`config.mk`:
```
export PLATFORM = sky130hd
export DESIGN_NAME = numeric_literal_parser
export DESIGN_NICKNAME = d
export VERILOG_FILES = /design/src/design/nlp_pkg.sv /design/src/design/nlp_front.sv /design/src/design/nlp_queue.sv /design/src/design/nlp_back.sv /design/src/design/numeric_literal_parser.sv
export SDC_FILE = /design/constraint.sdc
export NUM_CORES = 1
export LEC_CHECK = 0
export ABC_AREA = 1
export BUFFER_PORTS_ARGS = -buffer_cell sky130_fd_sc_hd__buf_4
export CORE_AREA = 3 3 201 242
export CTS_BUF_LIST = sky130_fd_sc_hd__clkbuf_4
export DETAILED_ROUTE_END_ITERATION = 10
export DIE_AREA = 0 0 204 245
export GPL_TIMING_DRIVEN = 0
export PLACE_DENSITY = 0.77
export SLEW_MARGIN = 20
export SYNTH_ARGS = -nofsm -noshare
export SYNTH_HDL_FRONTEND = slang
export SYNTH_SLANG_ARGS = --single-unit
```
`constraint.sdc`:
```
create_clock -name aclk -period 7.8 [get_ports aclk]
set_input_delay 1.17 -clock aclk [delete_from_list [all_inputs] [get_ports aclk]]
set_output_delay 1.17 -clock aclk [all_outputs]
set_load 0.02 [all_outputs]
```
`src/design/nlp_pkg.sv`:
```
// Shared types, codes and helper functions of the numeric literal parser.
// Used by the front classifier, the character queue, the parse back end and the top level.
package nlp_pkg;

    localparam int DEF_WORD_BITS   = 64;
    localparam int DEF_QUEUE_DEPTH = 4;
    localparam int CNT_BITS        = 7;
    localparam int WIDTH_BITS      = 7;

    localparam logic [CNT_BITS-1:0] CNT_MAX = 7'd127;

    localparam logic [2:0] PH_LEAD = 3'd0;
    localparam logic [2:0] PH_ZERO = 3'd1;
    localparam logic [2:0] PH_BIN  = 3'd2;
    localparam logic [2:0] PH_HEX  = 3'd3;
    localparam logic [2:0] PH_DEC  = 3'd4;

    localparam logic [1:0] RADIX_DEC = 2'd0;
    localparam logic [1:0] RADIX_BIN = 2'd1;
    localparam logic [1:0] RADIX_HEX = 2'd2;

    localparam logic [3:0] ERR_NONE      = 4'd0;
    localparam logic [3:0] ERR_EMPTY     = 4'd1;
    localparam logic [3:0] ERR_BIN_NODIG = 4'd2;
    localparam logic [3:0] ERR_BIN_LONG  = 4'd3;
    localparam logic [3:0] ERR_BIN_BAD   = 4'd4;
    localparam logic [3:0] ERR_HEX_NODIG = 4'd5;
    localparam logic [3:0] ERR_HEX_BAD   = 4'd6;
    localparam logic [3:0] ERR_DEC_BAD   = 4'd7;
    localparam logic [3:0] ERR_OVERFLOW  = 4'd8;

    localparam logic [WIDTH_BITS-1:0] WIDTH_RESET = 7'd64;

    typedef struct packed {
        logic       last;
        logic       ws;
        logic       zero_ch;
        logic       b_ch;
        logic       x_ch;
        logic       bin_ok;
        logic       hex_ok;
        logic       dec_ok;
        logic [3:0] digit;
    } nlp_char_t;

    function automatic logic [CNT_BITS-1:0] sat_add(input logic [CNT_BITS-1:0] a,
                                                    input logic [CNT_BITS-1:0] b);
        logic [CNT_BITS:0] s;
        s = {1'b0, a} + {1'b0, b};
        return (s > {1'b0, CNT_MAX}) ? CNT_MAX : s[CNT_BITS-1:0];
    endfunction

    function automatic logic [3:0] bad_code(input logic [1:0] radix);
        logic [3:0] code;
        case (radix)
            RADIX_BIN: code = ERR_BIN_BAD;
            RADIX_HEX: code = ERR_HEX_BAD;
            default:   code = ERR_DEC_BAD;
        endcase
        return code;
    endfunction

endpackage

```
`src/design/nlp_front.sv`:
```
// Front end of the numeric literal parser: accepts input transactions and classifies
// each character into a compact record for the queue. Depends on nlp_pkg.
module nlp_front (
    input  logic                 s_tvalid,
    output logic                 s_tready,
    input  logic [7:0]           s_tdata,
    input  logic                 s_tlast,
    input  logic                 q_full,
    output logic                 push,
    output nlp_pkg::nlp_char_t   push_data
);
    import nlp_pkg::*;

    logic [7:0] c;
    logic       is_dec;
    logic       is_lo_hex;
    logic       is_up_hex;

    assign c         = s_tdata;
    assign is_dec    = (c >= 8'h30) && (c <= 8'h39);
    assign is_lo_hex = (c >= 8'h61) && (c <= 8'h66);
    assign is_up_hex = (c >= 8'h41) && (c <= 8'h46);

    assign s_tready = !q_full;
    assign push     = s_tvalid && !q_full;

    always_comb begin
        push_data.last    = s_tlast;
        push_data.ws      = (c == 8'h20) || ((c >= 8'h09) && (c <= 8'h0d));
        push_data.zero_ch = (c == 8'h30);
        push_data.b_ch    = (c == 8'h62) || (c == 8'h42);
        push_data.x_ch    = (c == 8'h78) || (c == 8'h58);
        push_data.bin_ok  = (c == 8'h30) || (c == 8'h31);
        push_data.dec_ok  = is_dec;
        push_data.hex_ok  = is_dec || is_lo_hex || is_up_hex;
        if (is_dec) begin
            push_data.digit = c[3:0];
        end else if (is_lo_hex || is_up_hex) begin
            push_data.digit = c[3:0] + 4'd9;
        end else begin
            push_data.digit = 4'd0;
        end
    end

endmodule

```
`src/design/nlp_queue.sv`:
```
// Short queue of classified characters between the front end and the parse back end.
// Depends on nlp_pkg for the record type.
module nlp_queue #(
    parameter int DEPTH = nlp_pkg::DEF_QUEUE_DEPTH
) (
    input  logic               aclk,
    input  logic               aresetn,
    input  logic               push,
    input  nlp_pkg::nlp_char_t push_data,
    output logic               full,
    input  logic               pop,
    output logic               q_valid,
    output nlp_pkg::nlp_char_t q_data
);
    import nlp_pkg::*;

    localparam int PTR_BITS = (DEPTH > 1) ? $clog2(DEPTH) : 1;
    localparam int CNT_W    = $clog2(DEPTH + 1);

    nlp_char_t           entry_reg [DEPTH];
    logic [PTR_BITS-1:0] wr_ptr_reg, wr_ptr_next;
    logic [PTR_BITS-1:0] rd_ptr_reg, rd_ptr_next;
    logic [CNT_W-1:0]    count_reg, count_next;

    assign full    = (count_reg == CNT_W'(DEPTH));
    assign q_valid = (count_reg != '0);
    assign q_data  = entry_reg[rd_ptr_reg];

    always_comb begin
        wr_ptr_next = wr_ptr_reg;
        rd_ptr_next = rd_ptr_reg;
        count_next  = count_reg;
        if (push) begin
            wr_ptr_next = (wr_ptr_reg == PTR_BITS'(DEPTH - 1)) ? '0 : wr_ptr_reg + 1'b1;
        end
        if (pop) begin
            rd_ptr_next = (rd_ptr_reg == PTR_BITS'(DEPTH - 1)) ? '0 : rd_ptr_reg + 1'b1;
        end
        if (push && !pop) begin
            count_next = count_reg + 1'b1;
        end else if (pop && !push) begin
            count_next = count_reg - 1'b1;
        end
    end

    always_ff @(posedge aclk) begin
        if (!aresetn) begin
            wr_ptr_reg <= '0;
            rd_ptr_reg <= '0;
            count_reg  <= '0;
        end else begin
            wr_ptr_reg <= wr_ptr_next;
            rd_ptr_reg <= rd_ptr_next;
            count_reg  <= count_next;
        end
    end

    always_ff @(posedge aclk) begin
        if (push) begin
            entry_reg[wr_ptr_reg] <= push_data;
        end
    end

endmodule

```
`src/design/nlp_back.sv`:
```
// Parse back end: walks the literal state machine one character per cycle while any are queued (a last one
// waits for a free output), accumulates the value, tracks errors and holds the finished result. Depends on nlp_pkg.
module nlp_back #(
    parameter int WORD_BITS = nlp_pkg::DEF_WORD_BITS
) (
    input  logic               aclk,
    input  logic               aresetn,
    input  logic               q_valid,
    input  nlp_pkg::nlp_char_t q_data,
    output logic               pop,
    output logic               out_valid,
    input  logic               out_ready,
    output logic [63:0]        out_value,
    output logic [3:0]         out_error,
    output logic [1:0]         out_radix
);
    import nlp_pkg::*;

    logic [2:0]           phase_reg, phase_next;
    logic [WORD_BITS-1:0] acc_reg, acc_next;
    logic [CNT_BITS-1:0]  cnt_reg, cnt_next;
    logic [1:0]           radix_reg, radix_next;
    logic [3:0]           ferr_reg, ferr_next;
    logic                 ovf_reg, ovf_next;
    logic [CNT_BITS-1:0]  wsp_reg, wsp_next;

    logic                 out_valid_reg, out_valid_next;
    logic [63:0]          out_value_reg;
    logic [3:0]           out_error_reg;
    logic [1:0]           out_radix_reg;

    logic                 do_body;
    logic [WORD_BITS+3:0] dec_prod;
    logic [3:0]           fin_err;
    logic                 take_result;
    nlp_char_t            c;

    assign c           = q_data;
    assign pop         = q_valid && (!c.last || !out_valid_reg || out_ready);
    assign take_result = pop && c.last;

    always_comb begin
        phase_next = phase_reg;
        acc_next   = acc_reg;
        cnt_next   = cnt_reg;
        radix_next = radix_reg;
        ferr_next  = ferr_reg;
        ovf_next   = ovf_reg;
        wsp_next   = wsp_reg;
        do_body    = 1'b0;
        dec_prod   = '0;
        fin_err    = ERR_NONE;
        if (pop) begin
            case (phase_reg)
                PH_LEAD: begin
                    if (!c.ws) begin
                        if (c.zero_ch) begin
                            phase_next = PH_ZERO;
                        end else begin
                            phase_next = PH_DEC;
                            radix_next = RADIX_DEC;
                            do_body    = 1'b1;
                        end
                    end
                end
                PH_ZERO: begin
                    if (c.b_ch) begin
                        phase_next = PH_BIN;
                        radix_next = RADIX_BIN;
                    end else if (c.x_ch) begin
                        phase_next = PH_HEX;
                        radix_next = RADIX_HEX;
                    end else begin
                        phase_next = PH_DEC;
                        radix_next = RADIX_DEC;
                        acc_next   = '0;
                        cnt_next   = 7'd1;
                        do_body    = 1'b1;
                    end
                end
                default: begin
                    do_body = 1'b1;
                end
            endcase

            if (do_body) begin
                if (c.ws) begin
                    wsp_next = sat_add(wsp_next, 7'd1);
                end else begin
                    if (wsp_next != '0) begin
                        if (ferr_next == ERR_NONE) begin
                            ferr_next = bad_code(radix_next);
                        end
                        cnt_next = sat_add(cnt_next, wsp_next);
                        wsp_next = '0;
                    end
                    cnt_next = sat_add(cnt_next, 7'd1);
                    dec_prod = ({4'b0, acc_next} << 3) + ({4'b0, acc_next} << 1)
                             + (WORD_BITS + 4)'(c.digit);
                    case (radix_next)
                        RADIX_BIN: begin
                            if (c.bin_ok) begin
                                acc_next = {acc_next[WORD_BITS-2:0], c.digit[0]};
                            end else if (ferr_next == ERR_NONE) begin
                                ferr_next = bad_code(radix_next);
                            end
                        end
                        RADIX_HEX: begin
                            if (!c.hex_ok) begin
                                if (ferr_next == ERR_NONE) begin
                                    ferr_next = bad_code(radix_next);
                                end
                            end else if (!ovf_next) begin
                                if (acc_next[WORD_BITS-1 -: 4] != 4'd0) begin
                                    ovf_next = 1'b1;
                                end else begin
                                    acc_next = {acc_next[WORD_BITS-5:0], c.digit};
                                end
                            end
                        end
                        default: begin
                            if (!c.dec_ok) begin
                                if (ferr_next == ERR_NONE) begin
                                    ferr_next = bad_code(radix_next);
                                end
                            end else if (!ovf_next) begin
                                if (dec_prod[WORD_BITS+3 -: 4] != 4'd0) begin
                                    ovf_next = 1'b1;
                                end else begin
                                    acc_next = dec_prod[WORD_BITS-1:0];
                                end
                            end
                        end
                    endcase
                end
            end

            case (phase_next)
                PH_LEAD: fin_err = ERR_EMPTY;
                PH_ZERO: fin_err = ERR_NONE;
                PH_BIN: begin
                    if (cnt_next == '0) begin
                        fin_err = ERR_BIN_NODIG;
                    end else if (cnt_next > CNT_BITS'(WORD_BITS)) begin
                        fin_err = ERR_BIN_LONG;
                    end else begin
                        fin_err = ferr_next;
                    end
                end
                PH_HEX: begin
                    if (cnt_next == '0) begin
                        fin_err = ERR_HEX_NODIG;
                    end else if (ferr_next != ERR_NONE) begin
                        fin_err = ferr_next;
                    end else begin
                        fin_err = ovf_next ? ERR_OVERFLOW : ERR_NONE;
                    end
                end
                default: begin
                    if (ferr_next != ERR_NONE) begin
                        fin_err = ferr_next;
                    end else begin
                        fin_err = ovf_next ? ERR_OVERFLOW : ERR_NONE;
                    end
                end
            endcase
        end
    end

    always_comb begin
        out_valid_next = out_valid_reg;
        if (take_result) begin
            out_valid_next = 1'b1;
        end else if (out_ready) begin
            out_valid_next = 1'b0;
        end
    end

    always_ff @(posedge aclk) begin
        if (!aresetn || take_result) begin
            phase_reg <= PH_LEAD;
            acc_reg   <= '0;
            cnt_reg   <= '0;
            radix_reg <= RADIX_DEC;
            ferr_reg  <= ERR_NONE;
            ovf_reg   <= 1'b0;
            wsp_reg   <= '0;
        end else begin
            phase_reg <= phase_next;
            acc_reg   <= acc_next;
            cnt_reg   <= cnt_next;
            radix_reg <= radix_next;
            ferr_reg  <= ferr_next;
            ovf_reg   <= ovf_next;
            wsp_reg   <= wsp_next;
        end
    end

    always_ff @(posedge aclk) begin
        if (!aresetn) begin
            out_valid_reg <= 1'b0;
        end else begin
            out_valid_reg <= out_valid_next;
        end
    end

    always_ff @(posedge aclk) begin
        if (take_result) begin
            out_value_reg <= (fin_err == ERR_NONE) ? 64'(acc_next) : 64'd0;
            out_error_reg <= fin_err;
            out_radix_reg <= radix_next;
        end
    end

    assign out_valid = out_valid_reg;
    assign out_value = out_value_reg;
    assign out_error = out_error_reg;
    assign out_radix = out_radix_reg;

endmodule

```
`src/design/numeric_literal_parser.sv`:
```
// Numeric literal parser: one character per transaction in, one result per literal out.
// A result is offered once the last character has passed the queue and the back end's output register.
// Throughput: one character per cycle, unless an unread result holds back a literal's last character.
// Reset (aresetn low, synchronous): parser state, queue and output valid are cleared and the
// result width returns to 64 bits. Depends on nlp_pkg, nlp_front, nlp_queue and nlp_back.
module numeric_literal_parser #(
    parameter int WORD_BITS   = nlp_pkg::DEF_WORD_BITS,
    parameter int QUEUE_DEPTH = nlp_pkg::DEF_QUEUE_DEPTH
) (
    input  logic        aclk,
    input  logic        aresetn,
    input  logic        s_tvalid,
    output logic        s_tready,
    input  logic [7:0]  s_tdata,  // char_code
    input  logic        s_tlast,
    output logic        m_tvalid,
    input  logic        m_tready,
    output logic [71:0] m_tdata,  // value [63:0], error_code [67:64], zero fill
    output logic [2:0]  m_tuser,  // truncated [0], radix_kind [2:1]
    input  logic        psel,
    input  logic        penable,
    input  logic        pwrite,
    input  logic [2:0]  paddr,
    input  logic [31:0] pwdata,
    output logic [31:0] prdata,
    output logic        pready
);
    import nlp_pkg::*;

    logic                  q_full;
    logic                  push;
    nlp_char_t             push_data;
    logic                  pop;
    logic                  q_valid;
    nlp_char_t             q_data;
    logic [63:0]           raw_value;
    logic [3:0]            raw_error;
    logic [1:0]            raw_radix;
    logic [63:0]           clipped;
    logic [WIDTH_BITS-1:0] width_reg;
    logic [63:0]           mask_reg, mask_next;
    logic                  cfg_write;

    nlp_front u_front (
        .s_tvalid  (s_tvalid),
        .s_tready  (s_tready),
        .s_tdata   (s_tdata),
        .s_tlast   (s_tlast),
        .q_full    (q_full),
        .push      (push),
        .push_data (push_data)
    );

    nlp_queue #(
        .DEPTH (QUEUE_DEPTH)
    ) u_queue (
        .aclk      (aclk),
        .aresetn   (aresetn),
        .push      (push),
        .push_data (push_data),
        .full      (q_full),
        .pop       (pop),
        .q_valid   (q_valid),
        .q_data    (q_data)
    );

    nlp_back #(
        .WORD_BITS (WORD_BITS)
    ) u_back (
        .aclk      (aclk),
        .aresetn   (aresetn),
        .q_valid   (q_valid),
        .q_data    (q_data),
        .pop       (pop),
        .out_valid (m_tvalid),
        .out_ready (m_tready),
        .out_value (raw_value),
        .out_error (raw_error),
        .out_radix (raw_radix)
    );

    assign pready    = 1'b1;
    assign cfg_write = psel && penable && pwrite && (paddr[2] == 1'b0);
    assign prdata    = (paddr[2] == 1'b0) ? {25'd0, width_reg} : 32'd0;

    always_comb begin
        if (pwdata[6:0] == 7'd0) begin
            mask_next = 64'd0;
        end else if (pwdata[6:0] >= 7'd64) begin
            mask_next = '1;
        end else begin
            mask_next = (64'd1 << pwdata[5:0]) - 64'd1;
        end
    end

    always_ff @(posedge aclk) begin
        if (!aresetn) begin
            width_reg <= WIDTH_RESET;
            mask_reg  <= '1;
        end else if (cfg_write) begin
            width_reg <= pwdata[6:0];
            mask_reg  <= mask_next;
        end
    end

    assign clipped = raw_value & mask_reg;
    assign m_tdata = {4'd0, raw_error, clipped};
    assign m_tuser = {raw_radix, (clipped != raw_value)};

endmodule
```
* Word-level counts from Yosys, hierarchy flattened *
Memories as Yosys holds them, arrays and structs flattened. A register that Yosys moved wholly into a read port is not among the register bits.
Cells that the tools add are included.

operators by class
  $add $sub $neg = 11
  equality and inequality tests = 17
  multiplexer cells = 98
  order comparisons = 13
  bitwise operators = 2
  shift operators = 1
  reductions and logical operators = 44

operators with widths
  operator                                                         number
  two-way mux 64 bit                                               16
  one-hot mux 64 bit (2 select lines)                              1
  two-way mux 7 bit                                                17
  two-way mux 4 bit                                                22
  adder 67 x 65 -> 68 bit                                          1
  adder 68 x 4 -> 68 bit                                           1
  AND 64 bit                                                       1
  inequality test 64 bit                                           1
  << shifter 1 x 6 -> 64 bit (first input constant)                1
  subtractor 64 x 1 -> 64 bit (second input constant)              1
  == test 8 x 7 -> 1 bit (second input constant)                   4
  == test 8 x 6 -> 1 bit (second input constant)                   3
  greater-than comparator 8 x 7 -> 1 bit (second input constant)   3
  two-way mux 3 bit                                                7
  two-way mux 2 bit                                                10
  two-way mux 1 bit                                                18
  adder 7 x 1 -> 8 bit (second input constant)                     2
  >= comparator 8 x 7 -> 1 bit (second input constant)             2
  less-or-equal comparator 8 x 7 -> 1 bit (second input constant)  2
  one-hot mux 4 bit (4 select lines)                               1
  zero test 7 bit                                                  2
  logical AND 1 bit                                                12
  zero test 4 bit                                                  3
  nonzero test 4 bit                                               3
  28 further kinds                                                 52

storage, ports and cells
  bits in writable memories = 48
  bits of input ports = 51
  logic and storage cells = 203
  register bits after elaboration = 237
  memories = 1

memories
  memory             depth  bits a word  rd ports  clocked after Yosys merged registers in  wr ports  RTL line         text
  u_queue.entry_reg  4      12           1         1                                        1         nlp_queue.sv:20  nlp_char_t entry_reg [DEPTH];

* Longest topological paths before layout *
  word-level depth = 25
  mapped depth = 40
  depth with buffers taken out = 36

* Hierarchy *
From an unflattened synthesis, not the netlist that was laid out.

second synthesis, totals
  cell total of the unflattened synthesis = 4275
  area, all modules = 26919.6 um^2

by module, submodules not included
  module                  area an instance (um^2)  cells an instance  instances  sequential area each (um^2)
  nlp_back                17760.8                  2868               1          3883.7
  numeric_literal_parser  6556.3                   1166               1          1421.4
  nlp_queue               2242.2                   176                1          1621.6
  nlp_front               360.3                    65                 1          0.0

* Worst setup path after synthesis *
OpenSTA, ideal clock, no wires.

  path kind = reg-to-reg
  start = register (tool-made name)
  end = register u_back.out_value_reg[25], in the netlist u_back.out_value[25], data pin
  path buffers = 6
  stages on the path, launching flop included = 36
  slack = 2818 ps
  arrival time = 4716 ps
  clock period less this slack = 4982 ps
  required time = 7534 ps
  cell sequence = dfxtp_1 -> buf_6 -> inv_6 -> buf_6 -> nand2_4 -> nand3_2 -> nand2_2 -> nand3_4 -> buf_12 -> buf_2 -> clkbuf_1 -> nand2_1 -> inv_1 -> fa_1 -> fa_1 -> nand3_1 -> nand2_1 -> a21oi_1 -> o21ai_0 -> nand2_1 -> nand2_1 -> nand2_1 -> nand2_1 -> nand2_1 -> nand2_1 -> nor2_1 -> nand2_1 -> inv_2 -> nand2_2 -> buf_2 -> nand2_1 -> nand2_1 -> nand2_1 -> nand3_1 -> a21boi_0 -> nor3_2

RTL lines
  item                    RTL line         text
  end signal: assignment  nlp_back.sv:209  out_value_reg <= (fin_err == ERR_NONE) ? 64'(acc_next) : 64'd0;
  end: declaration        nlp_back.sv:28   logic [63:0] out_value_reg;

==> summary.md <==
| Metric | Value |
|---|---|
| Status | finished clean |
| Critical path class | reg2reg |
| H-tree depth | 3 |
| Pre-CTS setup slack | 0.933 ns |
| EDFF count, synth | 118 |
| Slowest stage delay, CP | 0.58 ns |
| Largest net degree at the start of global routing | 62 |
| CP max stage cell | clkbuf_1 |
| Top FF cell, synth | dfxtp_1 |
| FP Rows | 86 |
| CTS tree | done |
| Final ANT Viol Nets | 0 |
| Clk Latency, worst-skew pair | 0.80 ns |
| Cell taking the most area after synthesis | edfxtp_1 |
| Post-DR wirelength/cell | 19.5 µm |
| RSZ-0062 raised after global routing | false |
| Setup bufs post-CTS | 0 |
| Pins over their slew limit | 0 |
| Sequential Power Share | 19.2% |
| Final setup viols | 0 |
| Post-CTS Hold Buffers | 0 |
| Reg2Reg Setup Slack | 0.66 ns |
| Clock share of power | 10.6% |
| Synthesized cell area | 0.0254 mm² |
| Clock Pin Slew Worst Setup and Hold Paths | 0.07 ns |
| Leakage | 13.9 nW |
| Area contributors post-synth | edfxtp_1 14%, dfxtp_1 13%, nand2_1 13% |
| Syn Inst Count | 3926 |
| Floorplan die width | 204 µm |
| Most common cell in the netlist | nand2_1 |
| Syn avg cell area | 6.47 µm² |
| CP arrival | 7.61 ns |
| Total power draw | 12.6 mW |
| Worst hold endpoint | mask_reg[43] |
| I/O pin total | 161 |
| Hold Path Class | reg2reg |
| Vias in the first global route | 25.7k |
| Share of post-route cells with drive strength above 1 | 9.77% |
| First-pass GRT wire length | 143000 µm |
| Area Overhead vs Synth | 10.3% |
| Yosys warns | 0 |
| CTS resizes | 0 |
| Final worst-path cycle share | 91.5% |
| Initial DRT Pass Iterations | 9 |
| CTS Sinks | 287 |
| Cell total after placement | 4670 |
| DR DRC count | 0 |
| Fin cells | 4806 |
| Synth unique cells | 64 |
| CP startpoint kind | flop |
| Core area | 0.0462 mm² |
| Max-slew headroom at the worst pin | 27.1% |
| Post-Route Skew | 0.0794 ns |
| Final Critical Period | 7.14 ns |
| CP Capture Type | flop |
| Post-synth top cells | 874 x nand2_1, 522 x inv_1, 421 x nor2_1, 347 x a21oi_1, 322 x o21ai_0 |
| Switching Share | 56.9% |
| Worst vdd ir | 0.210 mV |
| DP Wirelength | 76000 µm |
| Power Dens Cells | 450 mW/mm² |
| GR Overflow Total | 0 |
| Synth async-reset ratio | 0% |
| Gate power share | 70.2% |
| Endpoints failing hold | 0 |
| FILL cells | 4626 |
| Avg Vias per Cell | 5.71 |
| Vias | 27.4k |
| CP required | 8.27 ns |
| Initial antenna violation count | 3 |
| Most Frequent Cell on Critical Path | nand2_1 |
| Die Span Y | 245 µm |
| Buffers on Ports | 99 |
| Switching pwr | 7.18 mW |
| Internal Pwr Total | 5.43 mW |
| Die area | 0.0500 mm² |
| Register area share after synthesis | 27.3% |
| Setup TNS | 0 ns |
| Hold Startpoint | mask_reg[43] |
| Critical path fanouts, max | 10 |
| Max Freq | 140 MHz |
| Final wirelength | 93500 µm |
| Total global-route track usage | 36.6% |
| Initial Utilization | 55.1% |
| Layout Nets | 4335 |
| Max-cap violations | 0 |
| R2R cell count | 35 |
| Synth top area share | 13.9% |
| Clock buffer count from CTS | 73 |
| Clock Tree Root | clkbuf_4 |
| Synth Register Bits | 287 |
| GPL Wtd Cong | 1.06 |
| Worst-margin pin slew | 1.09 ns |
| WHS Path Cells | 2 |
| Clk buf depth | 3 |
| Initial DRC count | 2500 |
| Worst reg2reg endpoint | u_back.out_value[25] |
| Setup ws final | 0.663 ns |
==> per-stage QoR <==
step | cell area [µm²] | util, % | hold slack [ns]
floorplan | 25500 | - | 0.452
detailed placement | 27100 | 58.6 | 0.480
finish | 28000 | 60.7 | 0.492
global route | 28000 | 60.7 | 0.515
CTS | 28000 | 60.7 | 0.494
global placement | 27000 | 58.6 | 0.473
==> cells in the final DEF (no fill, tap or decap), drive strengths merged, types with 22 or more instances in the layout <==
master  netlist  final
a21boi       66     66
a21oi       349    349
buf          95    195
clkbuf      118    220
clkinv        4     31
conb          2     30
dfxtp       169    169
edfxtp      118    118
ha          151    151
inv         530    532
nand2       895    895
nand3       266    266
nand4        27     27
nor2        428    428
nor3        126    126
o21ai       326    326
o21bai       22     22
o22ai        22     22
xor2         52     52
==> power groups by stage <==
stage	combinational (mW)	clock (mW)	sequential [mW]
finish	8.86	1.34	2.42
global route	9.60	1.44	2.46
CTS	8.61	1.35	2.41
detailed placement	8.59	0	2.43
global placement	8.46	0	2.44
floorplan	5.93	0	2.38
==> how the worst max path moves through the flow <==
stage          from  slack [ns]  cells past startpoint                    to
2_1_floorplan  flop        2.82                     35  u_back.out_value[25]
3_3_place_gp   flop        0.99                     35  u_back.out_value[26]
3_5_place_dp   flop        0.93                     35  u_back.out_value[26]
4_1_cts        flop        0.88                     35  u_back.out_value[26]
5_1_grt        flop        0.32                     34  u_back.out_value[20]
6_report       flop        0.66                     35  u_back.out_value[25]
==> worst max-delay path, delay by kind of cell (launching register included) <==
kind,cells,cell delay [ns]
compound gates,3,0.94
fa+ha+maj,2,1.00
buf+inv,9,2.25
flops,1,0.31
simple gates,21,2.34
==> area by class of cell <==
cell class / instances / area [µm²] / area share (%)
tap: 616 / 771 / 2.75
multi-input combinational: 2920 / 15500 / 55.3
inverter: 534 / 2010 / 7.18
sequential: 287 / 6930 / 24.7
clock inverter: 32 / 186 / 0.665
timing repair buffer: 100 / 771 / 2.75
buffer: 213 / 1080 / 3.87
clock buffer: 102 / 766 / 2.73
antenna: 2 / 5.00 / 0.0179
==> cell families (layout without fill, tap and decap cells) <==
group	after synthesis	count (layout)	share of synthesized area, %
xor gates and xnor gates	69	69	2.38
adders and majority gates	155	155	7.75
and+or+nand+nor	1772	1772	30.6
other	2	32	0.0295
buffers and inverters	747	981	12.2
DFF	287	287	27.3
AOI/OAI and AO/OA	894	894	19.8
==> routing by layer <==
metal / up-vias / GRT usage [%] / wire length (µm) / share of wire (%)
met3: 345 / 4.93 / 7580 / 8.1
met5: - / 0 / 14 / 0.015
met1: 12300 / 44.6 / 36100 / 39
met4: 2 / 25.8 / 7340 / 7.8
met2: 1388 / 59.6 / 42500 / 45
li1: 13400 / - / - / -
Power figures use the tool's default switching activity.
